File: src/design/sgm_pkg.sv
// ----------------------------------------------------------------------------
// sgm_pkg: shared types and constants of the Sobel gradient magnitude block
// Widths, register indexes, queue entry layout and back end states used by
// the front end, the gradient queue, the back end and the checker.
// ----------------------------------------------------------------------------
`default_nettype none

package sgm_pkg;

  // Longest supported image row; sets the depth of both line stores.
  localparam int MAX_WIDTH = 1024;

  // Configuration register widths, as seen on the port.
  localparam int IMG_W_W   = 11;
  localparam int IMG_H_W   = 12;
  localparam int CFG_W     = 12;
  localparam int CFG_IDX_W = 1;

  // Derived counter widths.
  localparam int COL_W   = $clog2(MAX_WIDTH);
  localparam int EFF_W_W = $clog2(MAX_WIDTH + 1);
  localparam int CMP_W   = (EFF_W_W > IMG_W_W) ? EFF_W_W : IMG_W_W;
  localparam int ROW_W   = IMG_H_W + 1;

  // Datapath widths.
  localparam int PIX_W  = 8;
  localparam int GRAD_W = 12;
  localparam int SQ_W   = 2 * PIX_W + 1;
  localparam int ROOT_W = SQ_W + 1;

  // Gradient queue between front and back end.
  localparam int QDEPTH = 4;
  localparam int QPTR_W = $clog2(QDEPTH);
  localparam int QCNT_W = $clog2(QDEPTH + 1);

  typedef logic [CFG_IDX_W-1:0]  cfg_idx_t;
  typedef logic [CFG_W-1:0]      cfg_data_t;
  typedef logic [IMG_W_W-1:0]    imgw_t;
  typedef logic [IMG_H_W-1:0]    hgt_t;
  typedef logic [COL_W-1:0]      col_t;
  typedef logic [EFF_W_W-1:0]    wid_t;
  typedef logic [CMP_W-1:0]      cmpw_t;
  typedef logic [ROW_W-1:0]      row_t;
  typedef logic [ROW_W:0]        rowc_t;
  typedef logic [PIX_W-1:0]      pix_t;
  typedef logic signed [GRAD_W-1:0] grad_t;
  typedef logic [SQ_W-1:0]       sq_t;
  typedef logic [ROOT_W-1:0]     root_t;
  typedef logic [QPTR_W-1:0]     qptr_t;
  typedef logic [QCNT_W-1:0]     qcnt_t;
  typedef logic [QCNT_W:0]       qsum_t;

  // Register indexes of the configuration port.
  localparam cfg_idx_t REG_IMAGE_WIDTH  = cfg_idx_t'(0);
  localparam cfg_idx_t REG_IMAGE_HEIGHT = cfg_idx_t'(1);

  // Register reset values.
  localparam imgw_t IMAGE_WIDTH_RST  = imgw_t'(640);
  localparam hgt_t  IMAGE_HEIGHT_RST = hgt_t'(480);

  // Largest pixel or saturated gradient value.
  localparam pix_t PIX_MAX = {PIX_W{1'b1}};

  // First trial bit of the square root: highest power of four in SQ_W bits.
  localparam sq_t ROOT_BIT_INIT = sq_t'(1) << (2 * ((SQ_W - 1) / 2));

  // One finished gradient pair waiting for its magnitude.
  typedef struct packed {
    pix_t grad_x;
    pix_t grad_y;
    logic eol;
    logic eof;
  } grad_item_t;

  // Window edge masks: which outer rows and columns lie inside the image.
  typedef struct packed {
    logic top_ok;
    logic bot_ok;
    logic left_ok;
    logic right_ok;
  } win_mask_t;

  typedef enum logic [1:0] {
    BK_IDLE,
    BK_ROOT,
    BK_DONE
  } back_state_t;

endpackage

`default_nettype wire

File: src/design/sgm_queue.sv
// ----------------------------------------------------------------------------
// sgm_queue: short gradient queue between front and back end
// A small circular buffer of gradient pairs; the front end only pushes when
// it has reserved a slot, the back end pops one pair per magnitude.
// ----------------------------------------------------------------------------
`default_nettype none

module sgm_queue (
  input  logic                clk,
  input  logic                rst_n,
  input  logic                push,
  input  sgm_pkg::grad_item_t push_item,
  input  logic                pop,
  output logic                nempty,
  output sgm_pkg::grad_item_t head,
  output sgm_pkg::qcnt_t      count
);

  sgm_pkg::grad_item_t entry_r [sgm_pkg::QDEPTH];
  sgm_pkg::qptr_t      wr_ptr_r, rd_ptr_r;
  sgm_pkg::qcnt_t      count_r;

  assign nempty = count_r != '0;
  assign head   = entry_r[rd_ptr_r];
  assign count  = count_r;

  // Pointers and fill level.
  always_ff @(posedge clk) begin
    if (!rst_n) begin
      wr_ptr_r <= '0;
      rd_ptr_r <= '0;
      count_r  <= '0;
    end else begin
      if (push) begin
        wr_ptr_r <= wr_ptr_r + sgm_pkg::qptr_t'(1);
      end
      if (pop) begin
        rd_ptr_r <= rd_ptr_r + sgm_pkg::qptr_t'(1);
      end
      if (push && !pop) begin
        count_r <= count_r + sgm_pkg::qcnt_t'(1);
      end else if (pop && !push) begin
        count_r <= count_r - sgm_pkg::qcnt_t'(1);
      end
    end
  end

  // Entry storage.
  always_ff @(posedge clk) begin
    if (push) begin
      entry_r[wr_ptr_r] <= push_item;
    end
  end

endmodule

`default_nettype wire

File: config.mk
export PLATFORM = sky130hd
export DESIGN_NAME = sgm_queue
export DESIGN_NICKNAME = d
export VERILOG_FILES = /design/src/design/sgm_pkg.sv /design/src/design/sgm_queue.sv
export SDC_FILE = /design/constraint.sdc
export NUM_CORES = 1
export LEC_CHECK = 0
export ABC_AREA = 0
export BUFFER_PORTS_ARGS = -buffer_cell sky130_fd_sc_hd__buf_2
export CAP_MARGIN = 10
export CORE_MARGIN = 10
export CORE_UTILIZATION = 38
export DETAILED_ROUTE_END_ITERATION = 6
export PLACE_DENSITY = 0.64
export SLEW_MARGIN = 20
export SYNTH_ARGS = -nofsm -noshare
export SYNTH_HDL_FRONTEND = slang
export SYNTH_SLANG_ARGS = --single-unit
File: constraint.sdc
create_clock -name clk -period 1.5 [get_ports clk]
set_input_delay 0 -clock clk [delete_from_list [all_inputs] [get_ports clk]]
set_output_delay 0 -clock clk [all_outputs]
set_load 0.02 [all_outputs]
After elaboration in Yosys (flattened, before gate mapping)
Memory sizes are Yosys's and may differ from the RTL's. A register that Yosys moved wholly into a read port is not among the register bits.
Index checks and enable logic that the tools add are counted.

operators by class
  add/sub/neg operators = 4
  multiplexer cells = 6
  reductions and logical operators = 6

operator list
  cell                                                                 number
  3-bit 2-to-1 mux                                                     2
  2-bit by 1-bit adder with 2-bit output (second input constant)       2
  2-bit 2-to-1 mux                                                     2
  3-bit by 1-bit adder with 3-bit output (second input constant)       1
  3-bit nonzero test                                                   1
  3-bit by 1-bit subtractor with 3-bit output (second input constant)  1
  1-bit logical AND                                                    2
  1-bit zero test                                                      2
  1-bit 2-to-1 mux                                                     2
  2-bit nonzero test                                                   1

storage, ports and cells
  register bits after elaboration = 7
  memory bits (writable) = 72
  output and inout port bits = 22
  memories kept = 1

memory list
  name     depth  bits a word  rd ports  clocked after memory_dff  write ports  line             text
  entry_r  4      18           1         1                         1            sgm_queue.sv:19  sgm_pkg::grad_item_t entry_r [sgm_pkg::QDEPTH];

Logic depth before layout (Yosys ltp)
  word-level depth = 4
  gate-level depth with buffers = 7
  depth with buffers taken out = 7

Worst setup path before layout
OpenSTA, ideal clock, no wires.

  kind = reg2reg
  start = reg count_r[0] (netlist: count[0])
  end = reg count_r[2] (netlist: count[2])
  data arrival time = 1.416 ns
  path slack = 0.008 ns
  cell stages (with the launch flop) = 5
  path through = dfxtp_1 -> fa_1 -> xor2_1 -> or3_1 -> a21boi_0

on the way
  longest elaborated chain between the ends = 3
  elaborated cells on any way between the ends = 4

RTL lines
  item                                         line             text
  start, declared                              sgm_queue.sv:21  sgm_pkg::qcnt_t count_r;
  start signal, assigned                       sgm_queue.sv:41  count_r <= count_r + sgm_pkg::qcnt_t'(1);
  start signal, assigned                       sgm_queue.sv:43  count_r <= count_r - sgm_pkg::qcnt_t'(1);
  3-bit by 1-bit subtractor with 3-bit output  sgm_queue.sv:43
  3-bit 2-to-1 mux                             sgm_queue.sv:42  end else if (pop && !push) begin
  3-bit 2-to-1 mux (*)                         sgm_queue.sv:40  if (push && !pop) begin

Mark *: on every way between the ends. The rest lies on a longest branch, timed or not. The select of a mux whose other input is x is not followed.
A chain may end at the register's enable or synchronous reset.

==> flow_metrics.env <==
export IMPL_max_cap_viol_count=0
export IMPL_ios=44
export IMPL_vias=1506
export IMPL_clk_pin_slew_ns=0.09
export IMPL_setup_worst_path_class="reg2out"
export IMPL_synth_seq_area_share_pct=76.1
export IMPL_wl_per_cell_um=16.9
export IMPL_die_x_um=110
export IMPL_synth_area_mm2=0.00308
export IMPL_core_area_mm2=0.00781
export IMPL_cp_arrival_ns=1.57
export IMPL_grt_pass1_vias=1626
export IMPL_cts_made_buffers=9
export IMPL_yosysWarnings=0
export IMPL_seqPwrFrac_pct=53.2
export IMPL_finalSetupViolations=18
export IMPL_end_kind="primary output"
export IMPL_hp_class="in2reg"
export IMPL_cts_sinks=81
export IMPL_die_area_mm2=0.0121
export IMPL_post_place_ws_ns=0.0338
export IMPL_grt_overflow_total=0
export IMPL_relSlewSlack_pct=90.7
export IMPL_skew_ns=0.00981
export IMPL_ys_types=19
export IMPL_layout_nets=245
export IMPL_grt_total_usage_pct=9.62
export IMPL_syn_num_nets=164
export IMPL_synthCells=136
export IMPL_busiest_layer="met2"
export IMPL_rsz0062_at_grt="yes"
export IMPL_switching_share_pct=24.4
export IMPL_drtIter0Drc=67
export IMPL_finalInstanceArea_mm2=0.00394
export IMPL_clock_root_buffer="clkbuf_8"
export IMPL_worst_pin_slew_ns=0.136
export IMPL_grt_pass1_wl_um=8660
export IMPL_use_met3_pct=4.41
export IMPL_pwr_share_clk_pct=31.7
export IMPL_met2_usage_pct=16.0
export IMPL_cts_tree="built"
export IMPL_portBuffers=43
export IMPL_r2r_cells=4
export IMPL_h_tree_depth=3
export IMPL_via_per_inst=4.65
export IMPL_cp_max_fo=10
export IMPL_num_antenna_cells=0
export IMPL_ir_worst_vdd_uv=830
export IMPL_switchingPower_mw=1.21
export IMPL_drive_gt1_share_pct=41.4
export IMPL_num_rows=32
export IMPL_dr_pass1_iters=4
export IMPL_startpoint_type="flop"
export IMPL_slew_viol_final=0
export IMPL_hold_depth=3
export IMPL_dp_hpwl_um=3680
export IMPL_grt_util_met1_pct=11.2
export IMPL_drc=0
export IMPL_insertion_delay_ns=0.34
export IMPL_outcome="finished, violations left"
export IMPL_finalCriticalPeriod_ns=1.57
export IMPL_layout_setup_ws_ns=-0.0675
export IMPL_syn_to_final_growth_pct=28.0
export IMPL_synth_seq_cells=81
export IMPL_p_leak_nw=1.41
export IMPL_grt_antenna_before_repair=0
export IMPL_die_h_um=110
export IMPL_finalHoldViolCount=0
export IMPL_worst_ep_required_time_ns=1.50
export IMPL_failed_checks="setup timing"
export IMPL_internal_power_mw=3.74
export IMPL_power_density_mw_per_mm2=1260
export IMPL_max_clock_path_buffers=2
export IMPL_wl_um=5480
export IMPL_ant_nets=0
export IMPL_grt_max_degree=16
export IMPL_synth_area_per_cell_um2=22.6
export IMPL_start_util_pct=39.4
export IMPL_fmax_mhz=638
export IMPL_min_period_over_period_pct=104
export IMPL_gp_congestion=0.650
export IMPL_power_frac_comb_pct=15.1
export IMPL_dpl_cell_area_mm2=0.00348
[Yosys cell counts]
library cell / count / area share, %
nand2_1: 1 / 0.12
edfxtp_1: 72 / 70
buf_12: 1 / 0.65
xor2_1: 3 / 0.85
and2_1: 9 / 1.8
or3_1: 2 / 0.41
a21boi_0: 1 / 0.24
mux4_2: 10 / 7.3
inv_1: 4 / 0.49
buf_6: 1 / 0.37
ha_1: 5 / 2.0
mux4_1: 8 / 6.8
o21ai_0: 1 / 0.16
mux2i_1: 2 / 0.65
fa_1: 1 / 0.65
xnor2_1: 2 / 0.57
nor2b_1: 2 / 0.41
dfxtp_1: 9 / 5.9
buf_2: 2 / 0.33
[critical path, stage by stage (launching register included)]
cell	delay (ns)
dfxtp_4	0.38
buf_12	0.15
mux4_2	0.52
buf_2	0.18
[metrics by stage]
| stage | util (%) | TNS, ns | hold slack (ns) | std cells | power, mW |
|---|---|---|---|---|---|
| 3_5_place_dp | 44.6 | 0 | 0.223 | 289 | 3.32 |
| 6_report | 50.5 | -0.534 | 0.0251 | 324 | 4.95 |
| 3_3_place_gp | 44.6 | 0 | 0.216 | 289 | 3.31 |
| 2_1_floorplan | - | 0 | 0.0989 | 136 | 3.08 |
| 4_1_cts | 50.2 | -1.16 | 0.00999 | 324 | 5.01 |
| 5_1_grt | 50.5 | -1.70 | 0.0351 | 324 | 5.17 |
[layout make-up]
type	instances	area [um2]
timing repair buffer	74	596
tap	102	128
clock buffer	9	124
multi-input combinational	47	652
sequential	81	2350
fill	654	3870
inverter	4	15.0
clock inverter	7	78.8
[flip-flops by register name, summed over array words and instances (netlist names), named ones only]
register and flops:
entry_r 72, count 3, rd_ptr_r 2, wr_ptr_r 2
[metal layers]
layer  up-vias  wire length (um)
li1        708                 -
met1       753              2260
met2        38              2780
met3         7               390
met4         0                45
met5         -                 0
[timing repair]
action / 4_1_cts / 5_1_grt
gates cloned: 0 / 0
buffers inserted: 0 / 0
setup endpoints to repair: 18 / 19
hold buffers: 19 / 0
endpoints found under the hold margin: 81 / 0
resized for setup: 31 / 9
[cell families after synthesis]
group	count (synthesis)	synth area share, %
mux	20	14.8
buf+inv	8	1.83
xor+xnor	5	1.42
simple gates	14	2.76
fa+ha+maj	6	2.68
flops	81	76.1
compound gates	2	0.406
[placed cells by master (no fill, tap or decap), drive strengths merged]
cell type,netlist,final
and2,9,9
buf,4,55
xnor2,2,2
clkinvlp,0,1
nand2,1,1
bufinv,0,1
xor2,3,3
clkinv,0,3
edfxtp,72,72
mux4,18,18
a21boi,1,1
mux2i,2,2
ha,5,5
nor2b,2,2
clkbuf,0,9
or3,2,2
o21ai,1,1
dlygate4sd3,0,19
dfxtp,9,9
fa,1,1
inv,4,6
[power by group through the flow]
stage	clock network, mW	logic [mW]	registers [mW]
global route	1.71	0.812	2.65
global placement	0	0.634	2.67
detailed placement	0	0.642	2.68
CTS	1.63	0.745	2.64
floorplan	0	0.396	2.68
finish	1.57	0.748	2.63
[worst paths after layout]
check	slack [ns]	endpoint	from
setup / recovery	-0.07	head[1]	flop
hold / removal	0.03	rd_ptr_r[0]$_SDFFE_PN0P_	pop
setup reg to reg	0.11	count[2]$_SDFFE_PN0P_	count[0]$_SDFFE_PN0P_
hold reg to reg	0.52	count[2]$_SDFFE_PN0P_	count[2]$_SDFFE_PN0P_
(Power assumes the default switching activity.)
