`src/design/sgm_pkg.sv`:
```
// ----------------------------------------------------------------------------
// sgm_pkg: shared types and constants of the Sobel gradient magnitude block
// Widths, register indexes, queue entry layout and back end states used by
// the front end, the gradient queue, the back end and the checker.
// ----------------------------------------------------------------------------
`default_nettype none

package sgm_pkg;

  // Longest supported image row; sets the depth of both line stores.
  localparam int MAX_WIDTH = 1024;

  // Configuration register widths, as seen on the port.
  localparam int IMG_W_W   = 11;
  localparam int IMG_H_W   = 12;
  localparam int CFG_W     = 12;
  localparam int CFG_IDX_W = 1;

  // Derived counter widths.
  localparam int COL_W   = $clog2(MAX_WIDTH);
  localparam int EFF_W_W = $clog2(MAX_WIDTH + 1);
  localparam int CMP_W   = (EFF_W_W > IMG_W_W) ? EFF_W_W : IMG_W_W;
  localparam int ROW_W   = IMG_H_W + 1;

  // Datapath widths.
  localparam int PIX_W  = 8;
  localparam int GRAD_W = 12;
  localparam int SQ_W   = 2 * PIX_W + 1;
  localparam int ROOT_W = SQ_W + 1;

  // Gradient queue between front and back end.
  localparam int QDEPTH = 4;
  localparam int QPTR_W = $clog2(QDEPTH);
  localparam int QCNT_W = $clog2(QDEPTH + 1);

  typedef logic [CFG_IDX_W-1:0]  cfg_idx_t;
  typedef logic [CFG_W-1:0]      cfg_data_t;
  typedef logic [IMG_W_W-1:0]    imgw_t;
  typedef logic [IMG_H_W-1:0]    hgt_t;
  typedef logic [COL_W-1:0]      col_t;
  typedef logic [EFF_W_W-1:0]    wid_t;
  typedef logic [CMP_W-1:0]      cmpw_t;
  typedef logic [ROW_W-1:0]      row_t;
  typedef logic [ROW_W:0]        rowc_t;
  typedef logic [PIX_W-1:0]      pix_t;
  typedef logic signed [GRAD_W-1:0] grad_t;
  typedef logic [SQ_W-1:0]       sq_t;
  typedef logic [ROOT_W-1:0]     root_t;
  typedef logic [QPTR_W-1:0]     qptr_t;
  typedef logic [QCNT_W-1:0]     qcnt_t;
  typedef logic [QCNT_W:0]       qsum_t;

  // Register indexes of the configuration port.
  localparam cfg_idx_t REG_IMAGE_WIDTH  = cfg_idx_t'(0);
  localparam cfg_idx_t REG_IMAGE_HEIGHT = cfg_idx_t'(1);

  // Register reset values.
  localparam imgw_t IMAGE_WIDTH_RST  = imgw_t'(640);
  localparam hgt_t  IMAGE_HEIGHT_RST = hgt_t'(480);

  // Largest pixel or saturated gradient value.
  localparam pix_t PIX_MAX = {PIX_W{1'b1}};

  // First trial bit of the square root: highest power of four in SQ_W bits.
  localparam sq_t ROOT_BIT_INIT = sq_t'(1) << (2 * ((SQ_W - 1) / 2));

  // One finished gradient pair waiting for its magnitude.
  typedef struct packed {
    pix_t grad_x;
    pix_t grad_y;
    logic eol;
    logic eof;
  } grad_item_t;

  // Window edge masks: which outer rows and columns lie inside the image.
  typedef struct packed {
    logic top_ok;
    logic bot_ok;
    logic left_ok;
    logic right_ok;
  } win_mask_t;

  typedef enum logic [1:0] {
    BK_IDLE,
    BK_ROOT,
    BK_DONE
  } back_state_t;

endpackage

`default_nettype wire

```
`src/design/sgm_back.sv`:
```
// ----------------------------------------------------------------------------
// sgm_back: gradient magnitude and result register
// Squares both gradients, takes the integer square root one result bit per
// cycle, saturates it and holds the finished result for the output channel.
// ----------------------------------------------------------------------------
`default_nettype none

module sgm_back (
  input  logic                clk,
  input  logic                rst_n,
  input  logic                q_nempty,
  input  sgm_pkg::grad_item_t q_head,
  output logic                q_pop,
  output logic                out_valid,
  input  logic                out_ready,
  output sgm_pkg::pix_t       out_magnitude,
  output sgm_pkg::pix_t       out_grad_x,
  output sgm_pkg::pix_t       out_grad_y,
  output logic                out_end_of_line,
  output logic                out_end_of_frame
);

  sgm_pkg::back_state_t state_r, state_nxt;
  sgm_pkg::sq_t         n_r, n_nxt;
  sgm_pkg::sq_t         bit_r, bit_nxt;
  sgm_pkg::root_t       res_r, res_nxt;
  sgm_pkg::grad_item_t  item_r, item_nxt;
  logic                 out_valid_r, out_valid_nxt;
  logic                 load;
  sgm_pkg::pix_t        mag_r, mag_nxt;
  sgm_pkg::grad_item_t  out_item_r, out_item_nxt;
  logic [2*sgm_pkg::PIX_W-1:0] sq_x, sq_y;
  sgm_pkg::root_t       trial;

  assign sq_x  = (2*sgm_pkg::PIX_W)'(q_head.grad_x) * (2*sgm_pkg::PIX_W)'(q_head.grad_x);
  assign sq_y  = (2*sgm_pkg::PIX_W)'(q_head.grad_y) * (2*sgm_pkg::PIX_W)'(q_head.grad_y);
  assign trial = res_r + sgm_pkg::root_t'(bit_r);

  // Sequencer: pop and square, root iterations, hand over to output.
  always_comb begin
    state_nxt     = state_r;
    n_nxt         = n_r;
    bit_nxt       = bit_r;
    res_nxt       = res_r;
    item_nxt      = item_r;
    q_pop         = 1'b0;
    load          = 1'b0;
    out_valid_nxt = out_valid_r && !out_ready;
    mag_nxt       = mag_r;
    out_item_nxt  = out_item_r;
    case (state_r)
      sgm_pkg::BK_IDLE: begin
        if (q_nempty) begin
          q_pop     = 1'b1;
          n_nxt     = sgm_pkg::sq_t'(sq_x) + sgm_pkg::sq_t'(sq_y);
          bit_nxt   = sgm_pkg::ROOT_BIT_INIT;
          res_nxt   = '0;
          item_nxt  = q_head;
          state_nxt = sgm_pkg::BK_ROOT;
        end
      end
      sgm_pkg::BK_ROOT: begin
        if (sgm_pkg::root_t'(n_r) >= trial) begin
          n_nxt   = sgm_pkg::sq_t'(sgm_pkg::root_t'(n_r) - trial);
          res_nxt = (res_r >> 1) + sgm_pkg::root_t'(bit_r);
        end else begin
          res_nxt = res_r >> 1;
        end
        bit_nxt = bit_r >> 2;
        if (bit_r[0]) begin
          state_nxt = sgm_pkg::BK_DONE;
        end
      end
      sgm_pkg::BK_DONE: begin
        if (!out_valid_r || out_ready) begin
          load          = 1'b1;
          out_valid_nxt = 1'b1;
          mag_nxt       = (res_r > sgm_pkg::root_t'(sgm_pkg::PIX_MAX))
                          ? sgm_pkg::PIX_MAX : res_r[sgm_pkg::PIX_W-1:0];
          out_item_nxt  = item_r;
          state_nxt     = sgm_pkg::BK_IDLE;
        end
      end
      default: begin
        state_nxt = sgm_pkg::BK_IDLE;
      end
    endcase
  end

  // Control registers.
  always_ff @(posedge clk) begin
    if (!rst_n) begin
      state_r     <= sgm_pkg::BK_IDLE;
      out_valid_r <= 1'b0;
    end else begin
      state_r     <= state_nxt;
      out_valid_r <= out_valid_nxt;
    end
  end

  // Datapath and result registers.
  always_ff @(posedge clk) begin
    n_r    <= n_nxt;
    bit_r  <= bit_nxt;
    res_r  <= res_nxt;
    item_r <= item_nxt;
    if (load) begin
      mag_r      <= mag_nxt;
      out_item_r <= out_item_nxt;
    end
  end

  assign out_valid        = out_valid_r;
  assign out_magnitude    = mag_r;
  assign out_grad_x       = out_item_r.grad_x;
  assign out_grad_y       = out_item_r.grad_y;
  assign out_end_of_line  = out_item_r.eol;
  assign out_end_of_frame = out_item_r.eof;

endmodule

`default_nettype wire

```
`config.mk`:
```
export PLATFORM = sky130hd
export DESIGN_NAME = sgm_back
export DESIGN_NICKNAME = d
export VERILOG_FILES = /design/src/design/sgm_pkg.sv /design/src/design/sgm_back.sv
export SDC_FILE = /design/constraint.sdc
export NUM_CORES = 1
export LEC_CHECK = 0
export ABC_AREA = 1
export ABC_CLOCK_PERIOD_IN_PS = 6700
export BUFFER_PORTS_ARGS = -buffer_cell sky130_fd_sc_hd__clkbuf_2
export CORE_UTILIZATION = 60
export DETAILED_ROUTE_END_ITERATION = 10
export GPL_TIMING_DRIVEN = 1
export PLACE_DENSITY_LB_ADDON = 0.08
export SLEW_MARGIN = 30
export SYNTH_ARGS = -nofsm -noshare
export SYNTH_HDL_FRONTEND = slang
export SYNTH_SLANG_ARGS = --single-unit
```
`constraint.sdc`:
```
create_clock -name clk -period 6.7 [get_ports clk]
set_clock_uncertainty 0.2 [all_clocks]
set_input_delay 1.005 -clock clk [delete_from_list [all_inputs] [get_ports clk]]
set_output_delay 1.005 -clock clk [all_outputs]
set_load 0.02 [all_outputs]
```
-- Yosys cells after proc, flatten, opt, wreduce, memory -nomap -nowiden
Cells that the tools add are included.
- logic and storage cells: 57
- output and inout port bits: 28
- input bits: 22
- bits in registers: 99
- multipliers: 2
- magnitude comparators: 2
- multiplexer cells: 18
- add/subtract/negate cells: 4
- reduce and logical (&&, ||, !) cells: 11
- eq/ne operators: 6
- operator list (cell ; number):
    one-hot mux 17 bit (2 select lines) ; 2
    two-way mux 17 bit ; 3
    two-way mux 18 bit ; 2
    one-hot mux 18 bit (2 select lines) ; 1
    multiplier 8 x 8 -> 16 bit ; 2
    adder 17 x 17 -> 18 bit ; 1
    adder 18 x 17 -> 18 bit ; 1
    >= comparator 17 x 18 -> 1 bit ; 1
    greater-than comparator 18 x 8 -> 1 bit, second input constant ; 1
    adder 16 x 16 -> 17 bit ; 1
    subtractor 17 bit ; 1
    AND reduction 3 bit ; 3
    inequality test 2 bit, second input constant ; 4
    two-way mux 1 bit ; 6
    two-way mux 2 bit ; 3
    one-hot mux 2 bit (3 select lines) ; 1
    AND reduction 2 bit ; 2
    equality test 2 x 1 -> 1 bit, second input constant ; 1
    equality test 2 bit, second input constant ; 1
    zero test 1 bit ; 2
    zero test 2 bit ; 1
    nonzero test 2 bit ; 1
    logical AND 1 bit ; 1
    logical OR 1 bit ; 1

-- Depth between registers and ports, before layout
Gate-level depths: netlist of run 1.
- word-level depth: 5
- gate-level depth with buffers: 25
- gate-level depth less buffers: 24

-- Worst setup path before layout of run 1
OpenSTA, ideal clock, no wires.
- kind: input -> register
- from: input port q_head[4] (netlist name)
- to: register n_r[13] (data pin)
- slack: 490 ps
- cell stages on the path: 20
- data required time: 6245 ps
- arrival time: 5756 ps
- library setup time: 255 ps
- path buffers: 1
- path through: clkbuf_1 > nand2_1 > fa_1 > inv_1 > fa_1 > fa_1 > fa_1 > fa_1 > inv_1 > fa_1 > inv_1 > ha_1 > nand2_1 > nor3_1 > nand2_1 > nand2_1 > a21oi_1 > or2_2 > nand3_1 > nand2_1
- word-level cells in the longest chain between the ends: 4
- RTL lines (element ; RTL line ; RTL):
    from (decl) ; sgm_back.sv:12 ; input sgm_pkg::grad_item_t q_head,
    multiplier 8 x 8 -> 16 bit ; sgm_back.sv:36 ; assign sq_y = (2*sgm_pkg::PIX_W)'(q_head.grad_y) * (2*sgm_pkg::PIX_W)'(q_head.grad_y);
    adder 16 x 16 -> 17 bit ; sgm_back.sv:55 ; n_nxt = sgm_pkg::sq_t'(sq_x) + sgm_pkg::sq_t'(sq_y);
    two-way mux 17 bit ; sgm_back.sv:53 ; if (q_nempty) begin
    one-hot mux 17 bit (2 select lines) ; sgm_back.sv:51 ; case (state_r)
    via n_nxt[13] ; sgm_back.sv:24 ; sgm_pkg::sq_t n_r, n_nxt;
    to (signal assigned) ; sgm_back.sv:103 ; n_r <= n_nxt;
    to (decl) ; sgm_back.sv:24 ;
The timed path passes the listed nets, and every way through them passes these cells. The select of a mux whose other input is x is not followed.
A chain may end at the register's enable or synchronous reset.

-- Worst setup path after layout of run 1
- from: input port q_head[14] (netlist name)
- to: register n_r[13] (data pin)
- word-level cells in the longest chain between the ends: 4
- RTL lines (element ; RTL line ; RTL):
    multiplier 8 x 8 -> 16 bit ; sgm_back.sv:35 ; assign sq_x = (2*sgm_pkg::PIX_W)'(q_head.grad_x) * (2*sgm_pkg::PIX_W)'(q_head.grad_x);
    adder 16 x 16 -> 17 bit ; sgm_back.sv:55 ;
    two-way mux 17 bit ; sgm_back.sv:53 ;
    one-hot mux 17 bit (2 select lines) ; sgm_back.sv:51 ;
    via n_nxt[13] ; sgm_back.sv:24 ;
The timed path passes the listed nets, and every way through them passes these cells. The select of a mux whose other input is x is not followed.

==> results.md, run 1 <==
* Post-synthesis simple-gate area fraction at 0.195
* TritonRoute pass-1 iters at 5
* Most frequent cells after synthesis: 251 x nand2_1, 220 x inv_1, 92 x ha_1
* Final-report hold violation count at 0
* Largest family of logic cells by synthesized area: adder cells
* Post-synth top area cell: edfxtp_1
* Clk sink count at 91
* Utilization after layout at 0.674
* Vias in the first global route at 6909
* Core Region at 14800 um2
* Cts hold-fix bufs at 0
* Largest net degree at the start of global routing at 38
* Area grow syn2layout at 7.64%
* # port buffers at 49
* Max-slew violations at 0
* Ant diodes at 0
* Max Root-Sink Buffers at 2
* CP max stage cell: fa_1
* Routed wire length at 19200 um
* Least-Margin Pin Slew at 0.941 ns
* Buf/Inv on CP at 5
* Top cells by area, synth: edfxtp_1 29%, fa_1 17%, ha_1 12%
* Yosys Warn Count at 0
* Synth Instances at 1088
* Peak supply drop at 0.520 mV
* Netlist cell types at 44
* Leakage at 0.00504 uW
* Post-synthesis xor/xnor area fraction at 0.0408
* Avg WL per Cell at 14.5 um
* Crit path launch type: input pin
* Largest stage delay on the critical path at 0.55 ns
* Die X at 126 um
* Worst-path fanout max at 11
* Worst slew margin at 0.368
* I/O pin count at 50
* Crit Path Class: in -> reg
* Clk root buf: clkbuf_16
* Initial core utilization at 0.626
* Post-synth top flop: edfxtp_1
* Layout cell share with drive strength beyond 1 at 0.0995
* Area fraction in compound gates after synthesis at 0.0745
* CP Cell Sequence: clkbuf_2, nand2_1, fa_1, fa_1, inv_1, fa_1, fa_1, fa_1, inv_1, fa_1, inv_1, ha_1, inv_1, nor3_1, nand2_1, nand2_1, a21oi_1, or2_2, nand3_1, nand2_1
* Final setup violation count at 0
* Register area share after synthesis at 0.293
* RSZ-0062 raised after global routing: no
* Initial DRC Count at 591
* Mux cell area share after synthesis at 0
* Sw power at 2170 uW
* Remaining Overflow, GRT at 0
* Crit. End Element: flip-flop
* # H-tree levels at 3
* Most frequent cell after synthesis: nand2_1
* DP HPWL at 15300 um
* CTS tree: built
* Post-CTS Resized at 0
* Combinational share of power at 0.680
* Num CTS Buffers at 9
* Clock transition at the registers of the reported paths at 0.07 ns
* Post-synth EDFFs at 88
* Post-synth ARST share at 0
* Total negative slack at 0 ns
* Max Fclk at 164 MHz
* Top-area cell type share of the netlist area at 0.286
* Switching share of total power at 0.495
* Post-layout min period at 6.08 ns
* Insertion delay to the later sink of the worst-skew pair at 0.35 ns
* Post-CTS setup buffers at 0
* Critical path data arrival time at 5.99 ns
* Average cell area after synthesis at 8.49 um2
* Routability cong. at 0.912
* Row count at 44
* Top Family by Delay on Critical Path: adder cells
* Pwr Density at 441 nW/um2
* Clock power frac at 0.120
* DRT antenna net count at 0
* Chip height at 126 um
* # fillers at 1231
* Status: completed
* DR vias/cell at 5.29
* Worst Hold Class: reg -> reg
* Reg power frac at 0.200
* Synthesized area at 9240 um2
* Number of synthesized register bits at 91
* CP required at 6.61 ns
* Post-Syn Nets at 1279
* Fin crit share at 0.907
* Total of max-cap violations at 0
* GRT Overall Usage at 0.264
* Synth Area in Adders at 0.291
* DIE AREA at 15900 um2
* Int Pwr at 2210 uW
* Most used cell along the critical path: fa_1
* Final net count at 1322
* Initial antenna violation count at 0
* # DRC at 0
* Global-route wire length before repair at 33100 um
* Vias at 6984
==> registers in the layout, indices dropped and copies added (netlist names) <==
name              flops
state_r               2
out_magnitude         8
n_r                  17
out_grad_x            8
res_r                18
out_valid             1
bit_r                 9
out_end_of_line       1
out_end_of_frame      1
item_r               18
out_grad_y            8
==> stage by stage <==
stage	cell area (um2)	hold slack, ns	power (uW)	worst slack, ns	cells
final	9940	0.217	4380	0.620	1320
after global routing	9940	0.225	4920	0.377	1320
after CTS	9940	0.219	4380	0.643	1320
after detailed placement	9640	0.205	3830	0.264	1304
after global placement	9630	0.201	3790	0.372	1304
after floorplan	9240	0.200	3260	0.490	1088
==> cells by family after synthesis <==
family / after synthesis
xor+xnor: 43
flops: 91
simple gates: 415
compound gates: 123
fa+ha+maj: 169
buf+inv: 247
==> layout make-up <==
type	count	area [um2]	share of cell area
Clock buffer	11	243	0.0244
Clock inverter	5	60.1	0.00604
Inverter	222	833	0.0838
Multi-Input combinational cell	750	5570	0.560
Sequential cell	91	2700	0.272
Tap cell	184	230	0.0232
Timing Repair Buffer	57	305	0.0307
==> cell usage in the layout (no fill, tap or decap), types with 3 or more instances in the layout <==
| master | n |
|---|---|
| edfxtp_1 | 88 |
| o21ai_0 | 43 |
| xnor2_1 | 15 |
| clkbuf_16 | 9 |
| nor3_1 | 4 |
| nand2_1 | 250 |
| xor2_1 | 28 |
| nor2_4 | 4 |
| dfxtp_1 | 3 |
| buf_4 | 8 |
| o21bai_1 | 7 |
| fa_1 | 77 |
| nor2_2 | 3 |
| a31oi_1 | 3 |
| ha_1 | 92 |
| nand3b_1 | 5 |
| nand2_2 | 12 |
| nand4_1 | 3 |
| clkbuf_2 | 49 |
| nand3_1 | 53 |
| inv_1 | 220 |
| a21oi_2 | 7 |
| a21oi_1 | 53 |
| nand3_2 | 7 |
| nor2_1 | 65 |
==> final timing paths <==
kind | start | end | slack [ns] | depth (start not counted)
min | item_r[10]$_DFFE_PP_ | out_grad_x[0]$_DFFE_PP_ | 0.22 | 0
max | q_head[14] | n_r[13]$_DFFE_PP_ | 0.62 | 20
min reg2reg | item_r[10]$_DFFE_PP_ | out_grad_x[0]$_DFFE_PP_ | 0.22 | 0
max reg2reg | res_r[4]$_SDFFCE_PN0P_ | n_r[0]$_DFFE_PP_ | 1.89 | 21
==> layer usage <==
metal / up-vias / GRT usage / routed length (um)
li1: 3527 / - / -
met1: 3229 / 0.390 / 9560
met2: 207 / 0.412 / 8220
met3: 21 / 0.0357 / 1140
met4: 0 / 0.0673 / 242
met5: - / 0 / 0
==> power by group through the flow <==
stage / combinational [uW] / sequential [uW] / clock (uW)
3_5_place_dp: 2940 / 891 / 0
2_1_floorplan: 2400 / 862 / 0
5_1_grt: 3480 / 890 / 553
3_3_place_gp: 2900 / 889 / 0
4_1_cts: 2960 / 878 / 534
6_report: 2980 / 878 / 525
Note: power is estimated with default switching activity, not from simulation.
==> run 2, diff against run 1 <==
--- a/config.mk
+++ b/config.mk
@@ -9,6 +9,7 @@
 export ABC_CLOCK_PERIOD_IN_PS = 6700
 export BUFFER_PORTS_ARGS = -buffer_cell sky130_fd_sc_hd__clkbuf_2
 export CORE_UTILIZATION = 60
+export CTS_BUF_LIST = sky130_fd_sc_hd__clkbuf_16
 export DETAILED_ROUTE_END_ITERATION = 10
 export GPL_TIMING_DRIVEN = 1
 export PLACE_DENSITY_LB_ADDON = 0.08
==> run 2 against run 1 <==
Effect of this change: non-clock buffer count unchanged; final cell count unchanged; routed wire length fell by 0.29%; highest routed layer unchanged; die area unchanged; flip-flop and latch count did not move.
==> results.md, run 2 (same netlist as run 1, synthesis figures left out) <==
* Max Root-Sink Buffers at 2 (unchanged)
* Avg WL per Cell at 14.5 um (-0.29%)
* Ant diodes at 0 (unchanged)
* Most frequent cells in the layout: 250 x nand2_1, 221 x inv_1, 92 x ha_1
* Fin crit share at 0.907 (about the same)
* Total of max-cap violations at 0 (unchanged)
* Peak supply drop at 0.519 mV (-0.14%)
* Max-slew violations at 0 (unchanged)
* Final-report hold violation count at 0 (unchanged)
* Clock transition at the registers of the reported paths at 0.07 ns (about the same)
* Die X at 126 um (unchanged)
* Core Region at 14800 um2 (unchanged)
* DR vias/cell at 5.29 (about the same)
* Initial core utilization at 0.626 (unchanged)
* CP max stage cell: fa_1
* Cell Count, Final, Fillers Out at 1320 (unchanged)
* Row count at 44 (unchanged)
* Least-Margin Pin Slew at 0.948 ns (+0.00727 ns)
* Routed wire length at 19100 um (-0.29%)
* Placed insts at 1304 (unchanged)
* Initial antenna violation count at 0 (unchanged)
* Critical path data arrival time at 5.99 ns (about the same)
* # H-tree levels at 3 (unchanged)
* Largest stage delay on the critical path at 0.55 ns (about the same)
* Gr busiest metal: met2
* Total negative slack at 0 ns (unchanged)
* CP Cell Sequence: clkbuf_2, nand2_1, fa_1, fa_1, inv_1, fa_1, fa_1, fa_1, inv_1, fa_1, inv_1, ha_1, inv_1, nor3_1, nand2_1, nand2_1, a21oi_1, or2_2, nand3_1, nand2_1
* Remaining Overflow, GRT at 0 (unchanged)
* Crit. End Element: flip-flop
* Initial DRC Count at 536 (-9.3%)
* DIE AREA at 15900 um2 (unchanged)
* Final net count at 1322 (unchanged)
* I/O pin count at 50 (unchanged)
* Post-layout min period at 6.08 ns (-0.00124 ns)
* Insertion delay to the later sink of the worst-skew pair at 0.35 ns (about the same)
* Layout cell share with drive strength beyond 1 at 0.0986 (-0.000880)
* GRT Overall Usage at 0.264 (unchanged)
* Crit path launch type: input pin
* Max Fclk at 165 MHz (about the same)
* Area grow syn2layout at 7.53%
* Worst Setup Slack, final at 0.621 ns (+0.00124 ns)
* Final setup violation count at 0 (unchanged)
* Worst slew margin at 0.363 (-0.00489)
* RSZ-0062 raised after global routing: no
* Status: completed
* M1 GR Usage at 0.392 (+0.00168)
* Worst-path fanout max at 11 (unchanged)
* CTS tree: built
* Commonest non-fill, non-tap cell in the layout: nand2_1
* Pwr Density at 439 nW/um2 (-0.25%)
* Post-CTS Resized at 0 (unchanged)
* Regs by FF count: item_r: 18 flops, res_r: 18 flops, n_r: 17 flops
* TritonRoute pass-1 iters at 5 (unchanged)
* Worst Hold Class: reg -> reg
* # port buffers at 49 (unchanged)
* Cts hold-fix bufs at 0 (unchanged)
* M3 GR Usage at 0.0357 (unchanged)
* Clk root buf: clkbuf_16
* Num CTS Buffers at 9 (unchanged)
* DRT antenna net count at 0 (unchanged)
* Largest net degree at the start of global routing at 38 (unchanged)
* Crit Path Class: in -> reg
* Leakage at 0.00504 uW (about the same)
* Met2 GRT Util at 0.409 (-0.00260)
* # fillers at 1234 (+0.24%)
* Vias in the first global route at 6903 (-0.087%)
* Dpl ws at 0.264 ns (unchanged)
* Most used cell along the critical path: fa_1
* Chip height at 126 um (unchanged)
* Routability cong. at 0.912 (unchanged)
* Post-CTS setup buffers at 0 (unchanged)
* DP HPWL at 15300 um (unchanged)
* CP required at 6.61 ns (about the same)
* Clk sink count at 91 (unchanged)
* Global-route wire length before repair at 33100 um (about the same)
* Vias at 6985 (+0.014%)
* # DRC at 0 (unchanged)
run 2: cell types whose count changed in the layout (fill, tap and decap cells not counted):
cell,change
clkbuf_8,-1
clkbuf_1,-1
inv_1,+1
clkinv_1,+1
run 2: area by class of cell:
cell class,instances,area [um2],share of cell area
Clock buffer,9,225,0.0227
Clock inverter,7,67.6,0.00680
Inverter,222,833,0.0839
Multi-Input combinational cell,750,5570,0.561
Sequential cell,91,2700,0.272
Tap cell,184,230,0.0232
Timing Repair Buffer,57,305,0.0307
run 2: metal layers:
| metal | vias up | routed length [um] |
|---|---|---|
| met3 | 21 | 1200 |
| li1 | 3531 | - |
| met2 | 204 | 8190 |
| met4 | 0 | 243 |
| met1 | 3229 | 9470 |
| met5 | - | 0 |
run 2: stage by stage:
| stage | hold slack (ns) | total power (uW) | util | instance area (um2) |
|---|---|---|---|---|
| after global placement | 0.201 | 3790 | 0.653 | 9630 |
| final | 0.217 | 4370 | 0.673 | 9930 |
| after detailed placement | 0.205 | 3830 | 0.653 | 9640 |
| after floorplan | 0.200 | 3260 | - | 9240 |
| after global routing | 0.225 | 4910 | 0.673 | 9930 |
| after CTS | 0.219 | 4360 | 0.673 | 9930 |
run 2: final timing paths:
check                           cells past startpoint  slack (ns)                   start                      end
worst max register to register                     21        1.90  res_r[4]$_SDFFCE_PN0P_         n_r[0]$_DFFE_PP_
worst min register to register                      0        0.22    item_r[10]$_DFFE_PP_  out_grad_x[0]$_DFFE_PP_
worst min-delay path                                0        0.22    item_r[10]$_DFFE_PP_  out_grad_x[0]$_DFFE_PP_
worst max-delay path                               20        0.62              q_head[14]        n_r[13]$_DFFE_PP_
run 2: critical path, delay by kind of cell:
kind,cells,cell delay [ns]
buf+inv,5,0.50
simple gates,7,0.98
compound gates,1,0.09
fa+ha+maj,7,3.43
run 2: report_power, final:
part / internal [uW] / total [uW] / switching [uW]
Sequential: 807 / 878 / 70.3
Clock: 289 / 510 / 221
Combinational: 1110 / 2980 / 1870
